`src/rtl/nalsc_pkg.sv`:
```
// nalsc_pkg: shared types and constants for the start code gate
// no dependencies
package nalsc_pkg;

  localparam int unsigned ByteW   = 8;
  localparam int unsigned MatchW  = 2;
  localparam int unsigned PosW    = 3;
  localparam int unsigned CodeLen = 4;
  localparam int unsigned CfgIdxW = 1;

  localparam logic [MatchW-1:0] MatchLast = 2'd3;
  localparam logic [PosW-1:0]   HeaderPos = 3'd4;
  localparam logic [PosW-1:0]   PosMax    = 3'd5;

  localparam logic [ByteW-1:0] CodeZero = 8'h00;
  localparam logic [ByteW-1:0] CodeOne  = 8'h01;

  localparam logic [ByteW-1:0] PpsReset = 8'h28;
  localparam logic [ByteW-1:0] SpsReset = 8'h27;

  localparam logic [CfgIdxW-1:0] CfgPps = 1'b0;
  localparam logic [CfgIdxW-1:0] CfgSps = 1'b1;

  typedef struct packed {
    logic             emit;
    logic             last;
    logic [ByteW-1:0] data;
  } gate_res_t;

endpackage

```
`src/rtl/nalsc_matcher.sv`:
```
// nalsc_matcher: naive start code matcher with armed flag
// depends on nalsc_pkg
module nalsc_matcher (
  input  logic                       clk_i,
  input  logic                       rst_ni,
  input  logic                       adv_i,
  input  logic [nalsc_pkg::ByteW-1:0] byte_i,
  output logic                       closes_o
);

  logic [nalsc_pkg::MatchW-1:0] match_q, match_d;
  logic                         armed_q, armed_d;
  logic [nalsc_pkg::ByteW-1:0]  expect_byte;
  logic                         hit;
  logic                         code_done;

  always_comb begin
    expect_byte = (match_q == nalsc_pkg::MatchLast) ? nalsc_pkg::CodeOne : nalsc_pkg::CodeZero;
    hit         = (byte_i == expect_byte);
    code_done   = hit && (match_q == nalsc_pkg::MatchLast);
    closes_o    = code_done && armed_q;
    if (!hit || code_done) begin
      match_d = '0;
    end else begin
      match_d = match_q + 2'd1;
    end
    armed_d = armed_q || code_done;
  end

  always_ff @(posedge clk_i or negedge rst_ni) begin
    if (!rst_ni) begin
      match_q <= '0;
      armed_q <= 1'b0;
    end else if (adv_i) begin
      match_q <= match_d;
      armed_q <= armed_d;
    end
  end

  // a closing start code always ends in the one byte
  assert property (@(posedge clk_i) disable iff (!rst_ni)
    closes_o |-> (byte_i == nalsc_pkg::CodeOne) && armed_q)
    else $error("close without full start code");

endmodule

```
`src/rtl/nalsc_gate.sv`:
```
// nalsc_gate: delay line, unit position, header capture and pass decision
// depends on nalsc_pkg
module nalsc_gate (
  input  logic                        clk_i,
  input  logic                        rst_ni,
  input  logic                        adv_i,
  input  logic [nalsc_pkg::ByteW-1:0] byte_i,
  input  logic                        closes_i,
  input  logic [nalsc_pkg::ByteW-1:0] pps_header_i,
  input  logic [nalsc_pkg::ByteW-1:0] sps_header_i,
  output nalsc_pkg::gate_res_t        res_o
);

  logic [nalsc_pkg::ByteW-1:0] dline_q [nalsc_pkg::CodeLen];
  logic [nalsc_pkg::PosW-1:0]  pos_q, pos_d;
  logic [nalsc_pkg::ByteW-1:0] header_q, header_d;
  logic                        pps_seen_q, pps_seen_d;
  logic                        sps_seen_q, sps_seen_d;
  logic                        leaving;
  logic                        passes;

  always_comb begin
    leaving  = (pos_q >= nalsc_pkg::HeaderPos);
    header_d = (pos_q == nalsc_pkg::HeaderPos) ? byte_i : header_q;
    passes   = (pps_seen_q && sps_seen_q)
            || ((header_d == pps_header_i) && !pps_seen_q)
            || ((header_d == sps_header_i) && !sps_seen_q);

    res_o.emit = leaving && passes;
    res_o.last = closes_i;
    res_o.data = dline_q[0];

    pps_seen_d = pps_seen_q;
    sps_seen_d = sps_seen_q;
    pos_d      = pos_q;
    if (closes_i) begin
      if (header_d == pps_header_i) pps_seen_d = 1'b1;
      if (header_d == sps_header_i) sps_seen_d = 1'b1;
      pos_d = nalsc_pkg::HeaderPos;
    end else if (pos_q < nalsc_pkg::PosMax) begin
      pos_d = pos_q + 3'd1;
    end
  end

  always_ff @(posedge clk_i or negedge rst_ni) begin
    if (!rst_ni) begin
      pos_q      <= '0;
      header_q   <= '0;
      pps_seen_q <= 1'b0;
      sps_seen_q <= 1'b0;
    end else if (adv_i) begin
      pos_q      <= pos_d;
      header_q   <= header_d;
      pps_seen_q <= pps_seen_d;
      sps_seen_q <= sps_seen_d;
    end
  end

  // delay line, oldest first
  always_ff @(posedge clk_i) begin
    if (adv_i) begin
      for (int k = 0; k < nalsc_pkg::CodeLen - 1; k++) begin
        dline_q[k] <= dline_q[k+1];
      end
      dline_q[nalsc_pkg::CodeLen-1] <= byte_i;
    end
  end

  assert property (@(posedge clk_i) disable iff (!rst_ni)
    pos_q <= nalsc_pkg::PosMax)
    else $error("unit position out of range");

  assert property (@(posedge clk_i) disable iff (!rst_ni)
    adv_i && closes_i |=> pos_q == nalsc_pkg::HeaderPos)
    else $error("closed unit did not reopen at header position");

endmodule

```
`src/rtl/nal_unit_start_code_gate.sv`:
```
// nal_unit_start_code_gate: start code parser that gates units on parameter sets
// path: a byte passes the input register, the gate delay line and the result register
// throughput: one item per cycle while the output accepts; the input and result registers set the pace
// reset: asynchronous active-low, clears matcher, unit state and valid flags
// depends on nalsc_pkg, nalsc_matcher, nalsc_gate
module nal_unit_start_code_gate (
  input  logic                          clk_i,
  input  logic                          rst_ni,
  input  logic                          s_axis_tvalid_i,
  output logic                          s_axis_tready_o,
  input  logic [nalsc_pkg::ByteW-1:0]   s_axis_tdata_i,  // [7:0] data_byte
  output logic                          m_axis_tvalid_o,
  input  logic                          m_axis_tready_i,
  output logic [nalsc_pkg::ByteW-1:0]   m_axis_tdata_o,  // [7:0] out_byte
  output logic                          m_axis_tlast_o,  // unit_end
  input  logic                          cfg_valid_i,
  output logic                          cfg_ready_o,
  input  logic [nalsc_pkg::CfgIdxW-1:0] cfg_index_i,
  input  logic [nalsc_pkg::ByteW-1:0]   cfg_data_i
);

  logic                        in_valid_q;
  logic [nalsc_pkg::ByteW-1:0] in_byte_q;
  logic                        out_valid_q;
  logic [nalsc_pkg::ByteW-1:0] out_byte_q;
  logic                        out_last_q;
  logic [nalsc_pkg::ByteW-1:0] pps_header_q;
  logic [nalsc_pkg::ByteW-1:0] sps_header_q;
  logic                        adv;
  logic                        closes;
  nalsc_pkg::gate_res_t        res;

  assign adv             = in_valid_q && (!out_valid_q || m_axis_tready_i);
  assign s_axis_tready_o = !in_valid_q || adv;
  assign cfg_ready_o     = 1'b1;
  assign m_axis_tvalid_o = out_valid_q;
  assign m_axis_tdata_o  = out_byte_q;
  assign m_axis_tlast_o  = out_last_q;

  always_ff @(posedge clk_i or negedge rst_ni) begin
    if (!rst_ni) begin
      pps_header_q <= nalsc_pkg::PpsReset;
      sps_header_q <= nalsc_pkg::SpsReset;
    end else if (cfg_valid_i) begin
      unique case (cfg_index_i)
        nalsc_pkg::CfgPps: pps_header_q <= cfg_data_i;
        nalsc_pkg::CfgSps: sps_header_q <= cfg_data_i;
        default: ;
      endcase
    end
  end

  // input register
  always_ff @(posedge clk_i or negedge rst_ni) begin
    if (!rst_ni) begin
      in_valid_q <= 1'b0;
    end else if (s_axis_tready_o) begin
      in_valid_q <= s_axis_tvalid_i;
    end
  end

  always_ff @(posedge clk_i) begin
    if (s_axis_tready_o && s_axis_tvalid_i) begin
      in_byte_q <= s_axis_tdata_i;
    end
  end

  nalsc_matcher u_matcher (
    .clk_i    (clk_i),
    .rst_ni   (rst_ni),
    .adv_i    (adv),
    .byte_i   (in_byte_q),
    .closes_o (closes)
  );

  nalsc_gate u_gate (
    .clk_i        (clk_i),
    .rst_ni       (rst_ni),
    .adv_i        (adv),
    .byte_i       (in_byte_q),
    .closes_i     (closes),
    .pps_header_i (pps_header_q),
    .sps_header_i (sps_header_q),
    .res_o        (res)
  );

  // result register
  always_ff @(posedge clk_i or negedge rst_ni) begin
    if (!rst_ni) begin
      out_valid_q <= 1'b0;
    end else if (adv) begin
      out_valid_q <= res.emit;
    end else if (m_axis_tready_i) begin
      out_valid_q <= 1'b0;
    end
  end

  always_ff @(posedge clk_i) begin
    if (adv && res.emit) begin
      out_byte_q <= res.data;
      out_last_q <= res.last;
    end
  end

  assert property (@(posedge clk_i) disable iff (!rst_ni)
    in_valid_q && out_valid_q && !m_axis_tready_i |-> !s_axis_tready_o)
    else $error("input taken while both registers are full");

  assert property (@(posedge clk_i) disable iff (!rst_ni)
    adv && res.emit && res.last |=> m_axis_tvalid_o && m_axis_tlast_o)
    else $error("unit end lost at result register");

  assert property (@(posedge clk_i) disable iff (!rst_ni)
    adv && res.emit && res.last |-> in_byte_q == nalsc_pkg::CodeOne)
    else $error("unit end without start code byte");

endmodule

```
`config.mk`:
```
export PLATFORM = sky130hd
export DESIGN_NAME = nal_unit_start_code_gate
export DESIGN_NICKNAME = d
export VERILOG_FILES = /design/src/rtl/nalsc_pkg.sv /design/src/rtl/nalsc_matcher.sv /design/src/rtl/nalsc_gate.sv /design/src/rtl/nal_unit_start_code_gate.sv
export SDC_FILE = /design/constraint.sdc
export NUM_CORES = 1
export LEC_CHECK = 0
export ABC_AREA = 1
export BUFFER_PORTS_ARGS = -buffer_cell sky130_fd_sc_hd__buf_2
export CAP_MARGIN = 20
export CELL_PAD_IN_SITES_DETAIL_PLACEMENT = 1
export CELL_PAD_IN_SITES_GLOBAL_PLACEMENT = 1
export CORE_MARGIN = 1
export CORE_UTILIZATION = 45
export CTS_CLUSTER_DIAMETER = 50
export DETAILED_ROUTE_END_ITERATION = 7
export MAX_ROUTING_LAYER = met4
export PLACE_DENSITY = 0.86
export SLEW_MARGIN = 30
export SYNTH_ARGS = -nofsm -noshare
export SYNTH_HDL_FRONTEND = slang
export SYNTH_SLANG_ARGS = --single-unit
```
`constraint.sdc`:
```
create_clock -name clk_i -period 6.6 [get_ports clk_i]
set_input_delay 0 -clock clk_i [delete_from_list [all_inputs] [get_ports clk_i]]
set_output_delay 0 -clock clk_i [all_outputs]
set_load 0.02 [all_outputs]
```
# Word-level counts from Yosys, hierarchy flattened
# Memories as Yosys holds them, arrays and structs flattened. A register that Yosys moved wholly into a read port is not among the register bits.
# Cells that the tools add are included.
# totals
reg_bits	43
latch_bits	0
mem_bits_rw	32
mem_bits_ro	0
in_bits	22
output_inout_bits	12
elab_cells	59
memories	1
# op_classes
add_sub_neg	2
n_mul	0
n_div	0
order_cmp	2
n_eq_ne	5
shift	0
n_mux	9
bitwise_logic	1
n_reduce_logical	27
# mem_list
memory	words	width	rd	rd_ports_with_merged_regs	write_ports	line	text
u_gate.dline_q	4	8	4	1	4	nalsc_gate.sv:14	logic [nalsc_pkg::ByteW-1:0] dline_q [nalsc_pkg::CodeLen];
# op_table
cell	count
8-bit == test	3
1-bit logical AND	9
8-bit two-way mux	1
1-bit logical OR	6
3-bit two-way mux	2
2-bit AND reduction	3
3-bit AND reduction	2
1-bit zero test	5
1-bit two-way mux	5
2-bit nonzero test	2
3-bit by 1-bit adder with 3-bit output, second input constant	1
3-bit == test, second input constant	1
3-bit greater-or-equal comparator, second input constant	1
3-bit < comparator, second input constant	1
2-bit by 1-bit adder with 2-bit output, second input constant	1
2-bit == test, second input constant	1
2-bit two-way mux	1
1-bit inverter	1

# Depth between registers and ports, before layout
# logic_depth
depth_word	8
depth_mapped	14
ltp_nobuf	13

# Modules after synthesis
# From an unflattened synthesis, not the netlist that was laid out.
# unflattened
hier_cells	353
hier_area_um2	3653.5
# modules_own_cells
mod	n_inst	cells_each	area_each_um2	seq_area_each_um2
nalsc_gate	1	214	2142.1	1286.2
nal_unit_start_code_gate	1	104	1293.7	968.4
nalsc_matcher	1	35	217.7	75.1

# Worst setup path before layout
# OpenSTA, ideal clock, no wires.
# synth_path
path_type	register to register
startpoint	register out_valid_q, in the netlist m_axis_tvalid_o
endpoint	memory u_gate.dline_q[0][0] (netlist name) (enable)
arrival_ns	1.840
required_time_ns	6.192
path_slack_ns	4.352
stages_incl_launch_ff	5
path_buffers	1
synth_period_minus_slack_ns	2.248
path_cell_list	dfrtp_1 > nand2_1 > nand2_1 > inv_1 > clkbuf_1
# synth_rtl
element	line	text
start, declared	nal_unit_start_code_gate.sv:24	logic out_valid_q;
start signal, assigned	nal_unit_start_code_gate.sv:92	out_valid_q <= res.emit;
end, declared	nalsc_gate.sv:14	

# Worst setup path in the final report
# layout_path
startpoint	register u_gate.pos_q[0] (netlist name)
endpoint	register out_byte_q, in the netlist m_axis_tdata_o[0], read port of u_gate.dline_q (enable)
# layout_via
elab_chain_len	8
elab_cells_between_ends	11
cone_classes	1 x order compare; 3 x eq/ne; 1 x mux; 6 x reduce/logical
# layout_rtl
element	line	text
start, declared	nalsc_gate.sv:15	logic [nalsc_pkg::PosW-1:0] pos_q, pos_d;
start signal, assigned	nalsc_gate.sv:52	pos_q <= pos_d;
3-bit == test	nalsc_gate.sv:24	header_d = (pos_q == nalsc_pkg::HeaderPos) ? byte_i : header_q;
8-bit two-way mux	nalsc_gate.sv:24	
8-bit == test	nalsc_gate.sv:26	|| ((header_d == pps_header_i) && !pps_seen_q)
1-bit logical AND	nalsc_gate.sv:26	
1-bit logical OR	nalsc_gate.sv:26	
1-bit logical OR	nalsc_gate.sv:27	|| ((header_d == sps_header_i) && !sps_seen_q);
1-bit logical AND *	nalsc_gate.sv:29	res_o.emit = leaving && passes;
1-bit logical AND *	nal_unit_start_code_gate.sv:99	if (adv && res.emit) begin
end, declared	nal_unit_start_code_gate.sv:25	logic [nalsc_pkg::ByteW-1:0] out_byte_q;
# Every way passes the cells marked *; elsewhere a longest branch is shown, timed or not.
# A chain may end at the register's enable or synchronous reset.

==> results.md <==
- The sequential-to-total area share from yosys stat is 69.40%.
- Summing the areas of all and, or, nand and nor instances in the mapped netlist gives 19.19% of the synthesized area.
- The ratio of routed vias to standard cells is 5.028.
- The routed via count is 2,343.
- Setup repair after global routing left no endpoint under its margin.
- The number of maximum-capacitance constraint violations is 0.
- The actual slew at the worst max-slew pin is 0.7882 ns.
- The final clock skew is 0.009438 ns.
- The global placer's final weighted congestion is 0.7902.
- The final period utilization is 40.10%.
- The number of top-level pins is 34.
- Summing the areas of all fa, ha and maj instances in the mapped netlist gives 1.118% of the synthesized area.
- The post-detailed-placement half-perimeter wirelength is 5007 um.
- Leaving out fill and tap cells, the most frequent cells in the layout are nand2_1 (91), edfxtp_1 (49), buf_2 (32).
- TritonCTS built the clock tree.
- The number of hold violations in the final report came to 0.
- The portion of synthesized area spent on multiplexers is 0%.
- Derived from the worst setup path, the maximum achievable clock frequency is 377.8 MHz.
- The most used flip-flop cell after synthesis is edfxtp_1.
- The count of cells in the finished layout, fillers not included, comes to 466.
- At the worst endpoint, the required time is 6.63 ns.
- Synthesis handed over a netlist of 305 instances.
- Of the total synthesized cell area, the portion taken by XOR and XNOR cells is 0.2609%.
- The number of DRC markers in iteration 0 is 120.
- The critical path is of the flop to flop type.
- The initial antenna violation count is 0.
- The synthesized netlist devotes 4.808% of its cell area to compound gates.
- For this run, design rule violations remaining after detail routing come to 0.
- The remaining global-route overflow is 0.
- Summing all flip-flop and latch instances after layout gives 0.002330 mm2.
- The net count of the finished layout is 387.
- Of all nets on the critical path, the largest fanout is 10.
- Subtracting the final worst setup slack from the clock period gives 2.647 ns.
- During placement, the flow inserted port buffers numbering 32.
- The worst-case vdd ir drop is 0.1652 mV.
- The maximum number of pins on one net before global-route repair is 41.
- The warning count from the yosys run is 0.
- The flow ran to the end, and the final reports show no timing, DRC or antenna violations.
- The CTS buffer count is 9.
- The effective utilization at floorplan is 46.53%.
- For this run, the detailed router's first-pass iteration total came to 4.
- The cell area that synthesis handed to floorplanning was 0.003357 mm2.
- The core footprint is 0.007214 mm2.
- The die is 88.37 um tall.
- The power density over cell area is 368.1 mW/mm2.
- The leakage power summed over all cells is 1.772 nW.
- The kind of start point of the critical path is a flop.
- Timing analysis after detailed placement gives a worst setup slack of 4.031 ns.
- The clock tree synthesis step divided the H-tree into 3 levels.
- The most common library cell in the layout ignoring fill and taps is nand2_1.
- The tightest min-delay check is of the primary input to flop type.
- Power comes to 1.470 mW.
- The number of buffers inserted by post-CTS setup repair is 0.
- Clock-pin slew was measured on the worst setup and hold paths at 0.10 ns.
- The area of the multi-input gates is 855.8 um2.
- Gates resized during post-CTS repair numbered 0.
- The count of placed standard cells including taps is 430.
- The die extent in x is 88.37 um.
- The detailed-route wire length is 7325 um.
- The detail route stage leaves a number of antenna-violating nets equal to 0.
- The number of global-route vias before repair is 2,432.
- After synthesis, the largest family of logic cells by area is simple AND/OR/NAND/NOR gates.
- In the post-route analysis, the smallest setup slack over all paths is 3.953 ns.
- The number of enable flip-flop cells after synthesis is 49.
- Across all hold checks on the routed design, the worst slack comes to 0.2078 ns.
- The max-slew violation count is 0.
- The arrival time at the worst endpoint is 2.68 ns.
- The net count of the mapped netlist is 330.
- Synthesis inferred 83 register bits.
- In this run the tightest slew margin relative to its limit is 47.45%.
- The worst setup path is captured at a flop.
- The tree is rooted in a clkbuf_8.
- In the final timing run, aggregate negative setup slack is 0 ns.
- Averaged over all synthesized cells, the footprint is 11.01 um2.
- The global-route wire length before repair is 11,700 um.
- For the worst-skew pair, the clock arrives at the later sink with an insertion delay of 0.36 ns.
- In this run the core area contains 31 standard-cell rows.
- Relative to the synthesized area, the layout overhead comes to 18.97%.
- The total of fill cells in the finished design is 800.
- The maximum root-to-sink buffer count is 2.
- The total number of clock tree sinks is 83.
- The number of inserted diodes is 0.
- The floorplan step defined a die boundary enclosing 0.007809 mm2.
- The share of synthesized flip-flops with an asynchronous set or reset is 40.96%.
- Setup violations remaining at the end of the flow were counted as 0.
- The number of distinct library cell variants in the gate-level netlist after synthesis is 25.
- In the final layout, the share of cells above drive strength 1 is 15.53%.
- The average routed wire per standard cell is 15.72 um.
- Across every metal layer, demand over resource in global routing totals 21.42%.
final cells by class:
class,count,area share (%)
clock inverter,7,1.911
inverter,31,2.914
multi-input combinational,184,21.43
tap,99,3.102
sequential,83,58.33
timing repair buffer,53,9.211
clock buffer,9,3.102
layer usage:
metal,up-vias,track usage [%],part of all wire (%)
met5,-,-,0
met4,0,8.944,1.3
met3,9,3.078,2.9
met2,44,38.88,54
met1,1152,23.42,42
li1,1138,-,-
worst max-delay path, stage by stage (launching register included):
cell      delay, ns
dfrtp_1        0.41
inv_1          0.12
ha_1           0.41
nand2_2        0.22
nand2_1        0.18
nand3b_1       0.10
nand2_1        0.09
nand2_1        0.06
nor2_1         0.17
nand3_1        0.12
nand3_1        0.09
nand2_1        0.08
inv_1          0.26
cell families (layout without fill, tap and decap cells):
kind of cell | Yosys count | count (layout)
and+or+nand+nor | 149 | 149
DFF | 83 | 83
buffers and inverters | 38 | 100
AOI/OAI and AO/OA | 30 | 30
adders and majority gates | 3 | 3
other | 1 | 1
xor gates and xnor gates | 1 | 1
Yosys cell counts, drive strengths merged, types with 2 or more instances:
master	instances	area (um2)
nor2	15	56.30
nand3	27	135.1
nand3b	10	75.07
nand2	93	354.1
ha	3	37.54
dfrtp	28	700.7
inv	31	116.4
dfstp	6	157.7
buf	3	30.03
o21ai	20	100.1
edfxtp	49	1471
clkbuf	4	25.02
a21oi	2	10.01
a31oi	7	43.79
final timing paths:
check,cells after the start,endpoint,slack [ns],start
min in group asynchronous,2,pps_header_q[1]$_DFFE_PN0P_,0.25,rst_ni
max reg2reg,12,m_axis_tdata_o[0]$_DFFE_PP_,3.95,u_gate.pos_q[0]$_DFFE_PN0P_
max in group asynchronous,2,u_matcher.armed_q$_DFFE_PN0P_,5.84,rst_ni
max,12,m_axis_tdata_o[0]$_DFFE_PP_,3.95,u_gate.pos_q[0]$_DFFE_PN0P_
min,4,sps_header_q[1]$_DFFE_PN1P_,0.21,cfg_valid_i
min reg2reg,0,u_gate.dline_q[1][7]$_DFFE_PP_,0.42,u_gate.dline_q[2][7]$_DFFE_PP_
state kept, by name, indices dropped and copies added (netlist names):
signal / count
u_gate.dline_q: 32
in_byte_q: 8
m_axis_tdata_o: 8
pps_header_q: 8
sps_header_q: 8
u_gate.header_q: 8
u_gate.pos_q: 3
u_matcher.match_q: 2
in_valid_q: 1
m_axis_tlast_o: 1
m_axis_tvalid_o: 1
u_gate.pps_seen_q: 1
u_gate.sps_seen_q: 1
u_matcher.armed_q: 1
power breakdown:
part / internal (mW) / switching [mW] / total (mW)
registers: 0.683 / 0.0613 / 0.745
clock network: 0.150 / 0.213 / 0.363
logic: 0.118 / 0.245 / 0.362
per-stage QoR:
step                      area, um2  utilization (%)
after floorplan                3357                -
after global placement         3593            49.81
after detailed placement       3593            49.81
after CTS                      3994            55.36
after global routing           3994            55.36
final                          3994            55.36
repair_timing:
item,CTS,global route
hold buffers,20,0
endpoints found under the setup margin,0,0
endpoints found under the hold margin,54,0
(Power assumes the default switching activity.)
